### src/hdl/smc_pkg.sv
// Package for the substring match counter: widths, codes, the result record
// and the ASCII case fold. No dependencies; every other file uses it.
package smc_pkg;

  localparam int UNIT_W       = 16;
  localparam int POS_W        = 16;
  localparam int COUNT_W      = 24;
  localparam int LEN_W        = 4;
  localparam int TERM_UNITS   = 8;
  localparam int TSEL_W       = $clog2(TERM_UNITS);
  localparam int TERM_MAX_DEF = 8;
  localparam int CFG_W        = 64;
  localparam int REG_IDX_W    = 3;
  localparam int ACT_W        = 2;

  // Input actions.
  localparam logic [ACT_W-1:0] ACT_UNIT     = 2'd0;
  localparam logic [ACT_W-1:0] ACT_END_LINE = 2'd1;
  localparam logic [ACT_W-1:0] ACT_END_TEXT = 2'd2;

  // Configuration register indexes.
  localparam logic [REG_IDX_W-1:0] REG_TERM_LOW   = 3'd0;
  localparam logic [REG_IDX_W-1:0] REG_TERM_HIGH  = 3'd1;
  localparam logic [REG_IDX_W-1:0] REG_TERM_LEN   = 3'd2;
  localparam logic [REG_IDX_W-1:0] REG_CASE_SENS  = 3'd3;
  localparam logic [REG_IDX_W-1:0] REG_ANCHOR_LN  = 3'd4;
  localparam logic [REG_IDX_W-1:0] REG_ANCHOR_COL = 3'd5;

  localparam logic [UNIT_W-1:0]  CH_UPPER_A = 16'h0041;
  localparam logic [UNIT_W-1:0]  CH_UPPER_Z = 16'h005A;
  localparam logic [UNIT_W-1:0]  CH_LOWER_A = 16'h0061;
  localparam logic [COUNT_W-1:0] COUNT_MAX  = '1;
  localparam logic [POS_W-1:0]   POS_MAX    = '1;

  typedef logic [TERM_UNITS-1:0][UNIT_W-1:0] term_t;

  typedef struct packed {
    logic               hit;
    logic [POS_W-1:0]   hit_line;
    logic [POS_W-1:0]   hit_column;
    logic [COUNT_W-1:0] total_count;
    logic [COUNT_W-1:0] before_count;
    logic               exact_found;
    logic [COUNT_W-1:0] exact_ordinal;
    logic               any_match;
    logic [COUNT_W-1:0] final_index;
    logic               done_res;
  } res_t;

  // Folds ASCII uppercase to lowercase unless the compare is exact.
  function automatic logic [UNIT_W-1:0] fold_unit(input logic [UNIT_W-1:0] u,
                                                  input logic case_sens);
    logic [UNIT_W-1:0] r;
    r = u;
    if (!case_sens && u >= CH_UPPER_A && u <= CH_UPPER_Z) begin
      r = u - CH_UPPER_A + CH_LOWER_A;
    end
    return r;
  endfunction

endpackage

### src/hdl/smc_in_if.sv
// Input channel of the substring match counter: one action and code unit.
// Depends on smc_pkg.
interface smc_in_if;
  logic                          valid;
  logic                          ready;
  logic [smc_pkg::ACT_W-1:0]     action;
  logic [smc_pkg::UNIT_W-1:0]    code_unit;

  modport source (output valid, action, code_unit, input ready);
  modport sink (input valid, action, code_unit, output ready);
endinterface

### src/hdl/smc_out_if.sv
// Result channel of the substring match counter: one result per input item.
// Depends on smc_pkg.
interface smc_out_if;
  logic                          valid;
  logic                          ready;
  logic                          hit;
  logic [smc_pkg::POS_W-1:0]     hit_line;
  logic [smc_pkg::POS_W-1:0]     hit_column;
  logic [smc_pkg::COUNT_W-1:0]   total_count;
  logic [smc_pkg::COUNT_W-1:0]   before_count;
  logic                          exact_found;
  logic [smc_pkg::COUNT_W-1:0]   exact_ordinal;
  logic                          any_match;
  logic [smc_pkg::COUNT_W-1:0]   final_index;
  logic                          done_res;

  modport source (output valid, hit, hit_line, hit_column, total_count, before_count,
                  exact_found, exact_ordinal, any_match, final_index, done_res,
                  input ready);
  modport sink (input valid, hit, hit_line, hit_column, total_count, before_count,
                exact_found, exact_ordinal, any_match, final_index, done_res,
                output ready);
endinterface

### src/hdl/smc_cell.sv
// One cell of the window row: holds one recent code unit, passes it on to the
// next cell and compares the unit it receives with its term unit. Uses smc_pkg.
module smc_cell #(
  parameter int IDX = 0
) (
  input  logic                       clk,
  input  logic                       rst,
  input  logic                       shift,
  input  logic                       clear,
  input  logic [smc_pkg::UNIT_W-1:0] unit_in,
  input  smc_pkg::term_t             term,
  input  logic [smc_pkg::LEN_W-1:0]  len,
  input  logic                       case_sens,
  output logic [smc_pkg::UNIT_W-1:0] unit_out,
  output logic                       eq
);
  import smc_pkg::*;

  logic [UNIT_W-1:0] unit_q;
  logic [LEN_W-1:0]  sel;

  // The unit arriving here after the shift lines up with term unit len-1-IDX.
  assign sel = len - LEN_W'(IDX) - LEN_W'(1);
  assign eq  = fold_unit(unit_in, case_sens) == fold_unit(term[sel[TSEL_W-1:0]], case_sens);

  // Stored unit moves one place along the row on every code unit.
  always_ff @(posedge clk) begin
    if (rst || clear) begin
      unit_q <= '0;
    end else if (shift) begin
      unit_q <= unit_in;
    end
  end

  assign unit_out = unit_q;
endmodule

### src/hdl/smc_track.sv
// Position and count tracking: turns the cell row's compare vector into a
// result and keeps line, column and match counters. Uses smc_pkg.
module smc_track #(
  parameter int TERM_MAX = smc_pkg::TERM_MAX_DEF
) (
  input  logic                        clk,
  input  logic                        rst,
  input  logic                        accept,
  input  logic [smc_pkg::ACT_W-1:0]   action,
  input  logic [TERM_MAX-1:0]         eq,
  input  logic [smc_pkg::LEN_W-1:0]   len,
  input  logic [smc_pkg::POS_W-1:0]   anchor_row,
  input  logic [smc_pkg::POS_W-1:0]   anchor_col,
  output smc_pkg::res_t               res
);
  import smc_pkg::*;

  logic [POS_W-1:0]   line_number, line_number_next;
  logic [POS_W-1:0]   column_number, column_number_next;
  logic [POS_W:0]     earliest_start, earliest_start_next;
  logic [COUNT_W-1:0] match_total, match_total_next;
  logic [COUNT_W-1:0] before_total, before_total_next;
  logic [COUNT_W-1:0] exact_index, exact_index_next;
  logic               exact_seen, exact_seen_next;

  logic [TERM_MAX-1:0] mask;
  logic [POS_W-1:0]    start;
  logic [COUNT_W-1:0]  idx;
  logic [COUNT_W-1:0]  last;
  logic                hit;

  // Only the first len cells take part in the compare.
  always_comb begin
    for (int j = 0; j < TERM_MAX; j++) begin
      mask[j] = LEN_W'(j) < len;
    end
  end

  assign start = column_number - POS_W'(len) + POS_W'(1);
  assign hit = (action == ACT_UNIT) && (len != '0) &&
               (({1'b0, column_number} + (POS_W+1)'(1)) >= (POS_W+1)'(len)) &&
               ({1'b0, start} >= earliest_start) && (&(eq | ~mask));

  assign idx  = exact_seen ? exact_index : before_total;
  assign last = match_total - COUNT_W'(1);

  // Next state and the result for the item presented now.
  always_comb begin
    line_number_next    = line_number;
    column_number_next  = column_number;
    earliest_start_next = earliest_start;
    match_total_next    = match_total;
    before_total_next   = before_total;
    exact_index_next    = exact_index;
    exact_seen_next     = exact_seen;
    res                 = '0;

    case (action)
      ACT_UNIT: begin
        if (hit) begin
          if (line_number == anchor_row && start == anchor_col) begin
            exact_index_next = match_total;
            exact_seen_next  = 1'b1;
          end
          if (line_number < anchor_row ||
              (line_number == anchor_row && start < anchor_col)) begin
            before_total_next = (before_total != COUNT_MAX) ? before_total + COUNT_W'(1)
                                                            : before_total;
          end
          match_total_next = (match_total != COUNT_MAX) ? match_total + COUNT_W'(1)
                                                        : match_total;
          earliest_start_next = {1'b0, column_number} + (POS_W+1)'(1);
          res.hit        = 1'b1;
          res.hit_line   = line_number;
          res.hit_column = start;
        end
        if (column_number == POS_MAX) begin
          earliest_start_next = {1'b1, {POS_W{1'b0}}};
        end else begin
          column_number_next = column_number + POS_W'(1);
        end
      end
      ACT_END_LINE: begin
        column_number_next  = '0;
        earliest_start_next = '0;
        if (line_number != POS_MAX) begin
          line_number_next = line_number + POS_W'(1);
        end
      end
      ACT_END_TEXT: begin
        res.done_res = 1'b1;
        if (match_total != '0) begin
          res.any_match   = 1'b1;
          res.final_index = (idx > last) ? last : idx;
        end
      end
      default: begin
      end
    endcase

    res.total_count   = match_total_next;
    res.before_count  = before_total_next;
    res.exact_found   = exact_seen_next;
    res.exact_ordinal = exact_seen_next ? exact_index_next : '0;
  end

  // State moves on each accepted item; end of text starts a fresh text.
  always_ff @(posedge clk) begin
    if (rst || (accept && action == ACT_END_TEXT)) begin
      line_number    <= '0;
      column_number  <= '0;
      earliest_start <= '0;
      match_total    <= '0;
      before_total   <= '0;
      exact_index    <= '0;
      exact_seen     <= 1'b0;
    end else if (accept) begin
      line_number    <= line_number_next;
      column_number  <= column_number_next;
      earliest_start <= earliest_start_next;
      match_total    <= match_total_next;
      before_total   <= before_total_next;
      exact_index    <= exact_index_next;
      exact_seen     <= exact_seen_next;
    end
  end
endmodule

### src/hdl/smc_out_buf.sv
// Two-entry result buffer between the compare logic and the result channel,
// so items keep flowing while a result waits. Uses smc_pkg.
module smc_out_buf (
  input  logic          clk,
  input  logic          rst,
  input  logic          push,
  input  smc_pkg::res_t din,
  output logic          space,
  input  logic          pop_ready,
  output logic          valid,
  output smc_pkg::res_t dout
);
  import smc_pkg::*;

  logic [1:0] count;
  res_t       slot0;
  res_t       slot1;
  logic       pop;

  assign valid = count != 2'd0;
  assign space = count != 2'd2;
  assign pop   = valid && pop_ready;
  assign dout  = slot0;

  // Occupancy count.
  always_ff @(posedge clk) begin
    if (rst) begin
      count <= 2'd0;
    end else if (push && !pop) begin
      count <= count + 2'd1;
    end else if (pop && !push) begin
      count <= count - 2'd1;
    end
  end

  // Slot 0 is always the oldest result.
  always_ff @(posedge clk) begin
    if (push && !pop) begin
      if (count == 2'd0) begin
        slot0 <= din;
      end else begin
        slot1 <= din;
      end
    end else if (pop && !push) begin
      slot0 <= slot1;
    end else if (push && pop) begin
      if (count == 2'd1) begin
        slot0 <= din;
      end else begin
        slot0 <= slot1;
        slot1 <= din;
      end
    end
  end
endmodule

### src/hdl/substring_match_counter.sv
// Top level of the substring match counter: configuration registers, the row
// of window cells, tracking and the result buffer. Uses smc_pkg and both channels.
//
//   channel  direction  carries
//   text     in         action, code_unit
//   result   out        hit, positions, counts, end-of-text summary
//   wr_*     in         configuration writes (index, 64-bit data)
//
// One item is taken per cycle while the result buffer has space; its result is in the buffer in the cycle after.
// The cell row shifts and compares one unit per cycle; only a full result buffer holds the rate back.
// Reset is synchronous; it restores the register defaults and clears all state.
// The text channel stalls only while both result buffer entries are full.
module substring_match_counter #(
  parameter int TERM_MAX = smc_pkg::TERM_MAX_DEF
) (
  input  logic                          clk,
  input  logic                          rst,
  input  logic                          wr_en,
  input  logic [smc_pkg::REG_IDX_W-1:0] wr_index,
  input  logic [smc_pkg::CFG_W-1:0]     wr_data,
  smc_in_if.sink                        text,
  smc_out_if.source                     result
);
  import smc_pkg::*;

  logic [CFG_W-1:0]  term_low;
  logic [CFG_W-1:0]  term_high;
  logic [LEN_W-1:0]  term_size;
  logic              exact_case;
  logic [POS_W-1:0]  anchor_row;
  logic [POS_W-1:0]  anchor_col;

  term_t             term;
  logic [LEN_W-1:0]  len;
  logic              accept;
  logic              space;
  logic [TERM_MAX:0][UNIT_W-1:0] chain;
  logic [TERM_MAX-1:0] eq;
  res_t              res;
  res_t              head;

  // Configuration registers.
  always_ff @(posedge clk) begin
    if (rst) begin
      term_low   <= '0;
      term_high  <= '0;
      term_size  <= LEN_W'(1);
      exact_case <= 1'b1;
      anchor_row <= '0;
      anchor_col <= '0;
    end else if (wr_en) begin
      case (wr_index)
        REG_TERM_LOW:   term_low   <= wr_data;
        REG_TERM_HIGH:  term_high  <= wr_data;
        REG_TERM_LEN:   term_size  <= wr_data[LEN_W-1:0];
        REG_CASE_SENS:  exact_case <= wr_data[0];
        REG_ANCHOR_LN:  anchor_row <= wr_data[POS_W-1:0];
        REG_ANCHOR_COL: anchor_col <= wr_data[POS_W-1:0];
        default: begin
        end
      endcase
    end
  end

  assign term = {term_high, term_low};
  assign len  = (term_size > LEN_W'(TERM_MAX)) ? LEN_W'(TERM_MAX) : term_size;

  // Input handshake.
  assign text.ready = space;
  assign accept     = text.valid && space;

  // Row of cells: each hands its stored unit to the next one.
  assign chain[0] = text.code_unit;
  for (genvar j = 0; j < TERM_MAX; j++) begin : g_cell
    smc_cell #(.IDX(j)) u_cell (
      .clk       (clk),
      .rst       (rst),
      .shift     (accept && text.action == ACT_UNIT),
      .clear     (accept && text.action == ACT_END_TEXT),
      .unit_in   (chain[j]),
      .term      (term),
      .len       (len),
      .case_sens (exact_case),
      .unit_out  (chain[j+1]),
      .eq        (eq[j])
    );
  end

  smc_track #(.TERM_MAX(TERM_MAX)) u_track (
    .clk        (clk),
    .rst        (rst),
    .accept     (accept),
    .action     (text.action),
    .eq         (eq),
    .len        (len),
    .anchor_row (anchor_row),
    .anchor_col (anchor_col),
    .res        (res)
  );

  smc_out_buf u_out_buf (
    .clk       (clk),
    .rst       (rst),
    .push      (accept),
    .din       (res),
    .space     (space),
    .pop_ready (result.ready),
    .valid     (result.valid),
    .dout      (head)
  );

  // Result channel fields from the oldest buffered result.
  assign result.hit           = head.hit;
  assign result.hit_line      = head.hit_line;
  assign result.hit_column    = head.hit_column;
  assign result.total_count   = head.total_count;
  assign result.before_count  = head.before_count;
  assign result.exact_found   = head.exact_found;
  assign result.exact_ordinal = head.exact_ordinal;
  assign result.any_match     = head.any_match;
  assign result.final_index   = head.final_index;
  assign result.done_res      = head.done_res;
endmodule
### src/flat_wrapper.sv
// flat-port wrapper written by rule: the top's interface ports become plain ports
module substring_match_counter_flat import smc_pkg::*;
#(
  parameter int TERM_MAX = smc_pkg::TERM_MAX_DEF
)
  (clk, rst, wr_en, wr_index, wr_data, text_valid, text_action, text_code_unit, text_ready, result_valid, result_hit, result_hit_line, result_hit_column, result_total_count, result_before_count, result_exact_found, result_exact_ordinal, result_any_match, result_final_index, result_done_res, result_ready);
  smc_in_if text_i ();
  smc_out_if result_i ();
  input  logic clk;
  input  logic rst;
  input  logic wr_en;
  input  logic [smc_pkg::REG_IDX_W-1:0] wr_index;
  input  logic [smc_pkg::CFG_W-1:0] wr_data;
  input wire logic [$bits(text_i.valid)-1:0] text_valid;
  input wire logic [$bits(text_i.action)-1:0] text_action;
  input wire logic [$bits(text_i.code_unit)-1:0] text_code_unit;
  output wire logic [$bits(text_i.ready)-1:0] text_ready;
  output wire logic [$bits(result_i.valid)-1:0] result_valid;
  output wire logic [$bits(result_i.hit)-1:0] result_hit;
  output wire logic [$bits(result_i.hit_line)-1:0] result_hit_line;
  output wire logic [$bits(result_i.hit_column)-1:0] result_hit_column;
  output wire logic [$bits(result_i.total_count)-1:0] result_total_count;
  output wire logic [$bits(result_i.before_count)-1:0] result_before_count;
  output wire logic [$bits(result_i.exact_found)-1:0] result_exact_found;
  output wire logic [$bits(result_i.exact_ordinal)-1:0] result_exact_ordinal;
  output wire logic [$bits(result_i.any_match)-1:0] result_any_match;
  output wire logic [$bits(result_i.final_index)-1:0] result_final_index;
  output wire logic [$bits(result_i.done_res)-1:0] result_done_res;
  input wire logic [$bits(result_i.ready)-1:0] result_ready;
  assign text_i.valid = text_valid;
  assign text_i.action = text_action;
  assign text_i.code_unit = text_code_unit;
  assign text_ready = text_i.ready;
  assign result_valid = result_i.valid;
  assign result_hit = result_i.hit;
  assign result_hit_line = result_i.hit_line;
  assign result_hit_column = result_i.hit_column;
  assign result_total_count = result_i.total_count;
  assign result_before_count = result_i.before_count;
  assign result_exact_found = result_i.exact_found;
  assign result_exact_ordinal = result_i.exact_ordinal;
  assign result_any_match = result_i.any_match;
  assign result_final_index = result_i.final_index;
  assign result_done_res = result_i.done_res;
  assign result_i.ready = result_ready;
  substring_match_counter #(.TERM_MAX(TERM_MAX)) u_core (.clk(clk), .rst(rst), .wr_en(wr_en), .wr_index(wr_index), .wr_data(wr_data), .text(text_i), .result(result_i));
endmodule
### config.mk
export PLATFORM = sky130hd
export DESIGN_NAME = substring_match_counter_flat
export DESIGN_NICKNAME = d
export VERILOG_FILES = /design/src/hdl/smc_pkg.sv /design/src/hdl/smc_in_if.sv /design/src/hdl/smc_out_if.sv /design/src/hdl/smc_cell.sv /design/src/hdl/smc_track.sv /design/src/hdl/smc_out_buf.sv /design/src/hdl/substring_match_counter.sv /design/src/flat_wrapper.sv
export SDC_FILE = /design/constraint.sdc
export NUM_CORES = 2
export LEC_CHECK = 0
export ABC_AREA = 1
export ABC_CLOCK_PERIOD_IN_PS = 14500
export BUFFER_PORTS_ARGS = -buffer_cell sky130_fd_sc_hd__buf_4
export CAP_MARGIN = 20
export CORE_MARGIN = 2
export CORE_UTILIZATION = 29
export CTS_CLUSTER_DIAMETER = 120
export CTS_CLUSTER_SIZE = 25
export DETAILED_ROUTE_END_ITERATION = 10
export PLACE_DENSITY_LB_ADDON = 0.2
export SYNTH_ARGS = -nofsm -noshare
export SYNTH_HDL_FRONTEND = slang
export SYNTH_SLANG_ARGS = --single-unit
### constraint.sdc
create_clock -name clk -period 14.5 [get_ports clk]
set_input_delay 2.9 -clock clk [delete_from_list [all_inputs] [get_ports clk]]
set_output_delay 2.9 -clock clk [all_outputs]
set_load 0.05 [all_outputs]
==> results.yml <==
floorplan:
  die_area_um2: 142000
  initial_core_util_pct: 29.3
  fp-row-count: 136
  die_height_um: 377
  core_area_um2: 138000
  die_w_um: 377
  io-pin-count: 224
min_path:
  hold_class: "register to register"
  hold_start: "u_core.anchor_row[2]$_SDFFE_PP0P_"
grt:
  grt_max_degree: 119
  grt_pass1_wl_um: 240000
  antenna_found_initial: 6
  grt_overflow: 0
  grt_pass1_vias: 35900
  grt_usage_pct: 22.3
routing:
  routed_wl_um: 162000
  drc: 0
  routed-via-count: 38400
  ant_nets: 0
  drtIter0Drc: 3234
  vias_per_cell: 5.00
  wl_per_cell_um: 21.1
  dr.pass1.iters: 6
layout:
  num-fill-cells: 15100
  seq_area_um2: 16000
  final_util_pct: 32.5
  multi_input_area_um2: 20900
  final_cells: 7667
  syn_to_final_growth_pct: 10.8
  drive_gt1_share_pct: 6.98
  fin_nets: 6073
setup_path:
  cp_top_family: "simple AND/OR/NAND/NOR gates"
  r2r_slack_ns: 6.60
  endpoint: "u_core.u_track.earliest_start[16]$_SDFFE_PP0P_"
  critPathMaxStageDelay_ns: 0.68
  reg2reg_to: "u_core.u_track.earliest_start[16]$_SDFFE_PP0P_"
  crit_fanout: 75
  timing.critical_path.from: "u_core.term_size[3]$_SDFFE_PP0P_"
  worst_ep_required_time_ns: 15.09
  cp.depth: 33
  reg2reg_depth: 33
  cp-end-kind: "register"
  start_kind: "register"
  reg2reg_from: "u_core.term_size[3]$_SDFFE_PP0P_"
  slowest_stage: "nand2_4"
  crit_type: "register to register"
  cpMostUsedCell: "nand2_1"
  crit_buf_inv: 4
  cp.arrival_ns: 8.49
clock_network:
  cts_tree: "done"
  clock_sinks: 665
  cts_root_buf: "clkbuf_16"
  cts_resized: 0
  cts_buffers: 37
  h-tree-depth: 2
  clock_path_buffers: 3
  hold_buffers: 0
  worstSkewPairLatency_ns: 0.68
  cts_setup_buffers: 0
  clkSlewWorstSetupHoldPaths_ns: 0.10
timing:
  fmax_mhz: 127
  finalSetupViolations: 0
  rsz0062_at_grt: "false"
  hold_viol: 0
  fin_crit_ns: 7.90
  period_share_pct: 54.5
  slew_headroom_pct: 19.3
  worst_pin_slew_ns: 1.20
  setup_tns_ns: 0
  skew_ns: 0.0482
  slew_violations: 0
yosys:
  mappedNetlistArea_um2: 40400
  muxShareOfSynthArea_pct: 0.0279
  synth_compound_area_share_pct: 11.3
  syn_avg_cell_area_um2: 6.92
  netlist_instances: 5835
  synth_fa_ha_area_share_pct: 4.26
  ys_ff_latch: 665
  ys.flop_type: "dfxtp_1"
  synthArstFlopShare_pct: 0
  synth_nets: 6062
  synth_top_family_by_area: "simple AND/OR/NAND/NOR gates"
  synth-edff-count: 264
  synthXorXnorAreaFrac_pct: 3.95
  synthSimpleGateAreaFrac_pct: 32.2
  yosysSeqAreaShare_pct: 39.5
  yosys_warnings: 0
  ys_types: 52
power:
  combPwrFrac_pct: 44.8
  peakVddDrop_mv: 0.263
  leakagePower_nw: 20.2
  switching_share_pct: 46.2
  powerDensity_nw_per_um2: 161
  power.total_mw: 7.20
  clkPwrFrac_pct: 17.6
  power.share.sequential_pct: 37.6
  power_switching_mw: 3.33
  internal_power_mw: 3.87
placed_design:
  place_inst: 7601
  portBuffers: 223
  dp_hpwl_um: 120000
  place_congestion: 0.964
status:
  status: "finished clean"
job:
  maxCapViolCount: 0
layout make-up:
cell class	instances	area share, %
inverters	600	5.05
well taps	1794	5.02
clock buffers	49	2.27
flip-flops and latches	665	35.7
multi-input cells	4262	46.8
clock inverters	15	0.448
diodes	2	0.0112
repair buffers	280	4.73
sequential cells by signal, summed over array words and instances, names as in the netlist:
name and flops:
u_core.term_high 64, u_core.anchor_col 16, u_core.u_track.column_number 16, u_core.anchor_row 16
u_core.u_track.before_total 24, u_core.g_cell.u_cell.unit_out 112, u_core.u_out_buf.slot1 132, u_core.u_track.match_total 24
u_core.u_out_buf.count 2, u_core.u_track.line_number 16, u_core.u_out_buf.dout 132, u_core.term_size 4
u_core.u_track.earliest_start 17, u_core.term_low 64, u_core.exact_case 1, u_core.u_track.exact_seen 1
u_core.u_track.exact_index 24
power groups by stage:
stage,combinational [mW],sequential [mW],clock [mW]
floorplan,1.55,3.41,0
global placement,3.23,2.76,0
detailed placement,3.25,2.76,0
CTS,3.25,2.72,1.31
global route,3.54,2.75,1.36
finish,3.22,2.71,1.27
per-stage QoR:
stage / worst slack (ns) / hold WS [ns] / cell area [um2]
finish: 6.60 / 0.466 / 44700
global route: 5.84 / 0.487 / 44700
CTS: 6.56 / 0.468 / 44700
detailed placement: 6.60 / 0.454 / 43500
global placement: 6.76 / 0.449 / 43500
floorplan: 1.16 / 0.433 / 40400
worst min path at each step:
stage               slack, ns                                 end  cells past startpoint
detailed placement       0.45   u_core.anchor_row[8]$_SDFFE_PP0P_                      2
floorplan                0.43  u_core.anchor_col[10]$_SDFFE_PP0P_                      2
global placement         0.45   u_core.anchor_row[2]$_SDFFE_PP0P_                      2
finish                   0.47   u_core.anchor_row[2]$_SDFFE_PP0P_                      2
CTS                      0.47   u_core.anchor_row[8]$_SDFFE_PP0P_                      2
global route             0.49   u_core.anchor_col[5]$_SDFFE_PP0P_                      2
cell families (layout without fill, tap and decap cells):
kind of cell | Yosys count | count (layout)
flip-flops | 665 | 665
adder cells (fa/ha/maj) | 137 | 137
buffers and inverters | 908 | 944
AO/OA/AOI/OAI | 869 | 869
XOR/XNOR | 182 | 182
AND/OR/NAND/NOR | 3073 | 3073
other | 0 | 2
multiplexers | 1 | 1
routing by layer:
layer  vias up  track usage [%]  part of all wire, %
met5         -                0                    0
met4         0             9.84                  4.9
met3       211             1.93                  4.5
met2      1098             37.5                   47
met1     17900             29.1                   44
li1      19100                -                    -
worst reg2reg max path, delay by kind of cell (launching register included):
family / cells / cell delay [ns]
XOR/XNOR: 1 / 0.36
AND/OR/NAND/NOR: 18 / 3.53
AO/OA/AOI/OAI: 6 / 0.87
flip-flops: 1 / 0.40
buffers and inverters: 4 / 1.29
adder cells (fa/ha/maj): 4 / 1.35
synthesized netlist by cell type, types with 13 or more instances:
| cell type | n | area [um2] |
|---|---|---|
| nor4_1 | 25 | 156 |
| or2_2 | 32 | 200 |
| edfxtp_1 | 264 | 7930 |
| ha_1 | 136 | 1700 |
| clkbuf_1 | 222 | 833 |
| nor2_1 | 553 | 2080 |
| o21bai_1 | 18 | 135 |
| o21ai_0 | 401 | 2010 |
| buf_2 | 38 | 190 |
| nand3_1 | 607 | 3040 |
| nor3_1 | 76 | 380 |
| inv_1 | 581 | 2180 |
| xnor2_1 | 34 | 298 |
| nand4_1 | 127 | 795 |
| nand2_1 | 1624 | 6100 |
| xor2_1 | 148 | 1300 |
| dfxtp_1 | 401 | 8030 |
| o21ai_1 | 36 | 180 |
| a21oi_1 | 359 | 1800 |
| buf_1 | 30 | 113 |
| clkinv_1 | 13 | 48.8 |
| a211oi_1 | 19 | 143 |
cells in the final DEF, fill, tap and decap left out, types with 3 or more instances in the layout:
cell and count:
clkbuf_16 39, clkinv_1 11, nand2_4 4, nand3b_1 11
xnor2_1 34, dfxtp_1 400, xor2_1 148, edfxtp_1 264
clkbuf_1 10, inv_1 576, nor3_1 76, a21oi_1 357
o31ai_1 3, nand3_1 607, nor2_1 548, nand2_2 3
nand4_1 127, o21bai_1 18, o21ai_1 37, buf_4 279
or2_2 32, o21ai_0 398, inv_2 10, nor3b_1 3
inv_6 6, nor2_2 3, o21a_1 4, nor2_4 7
nor4_1 25, ha_1 136, o21ai_2 5, nand2_1 1622
o211ai_1 9, a211oi_1 19
(Power assumes the default switching activity.)
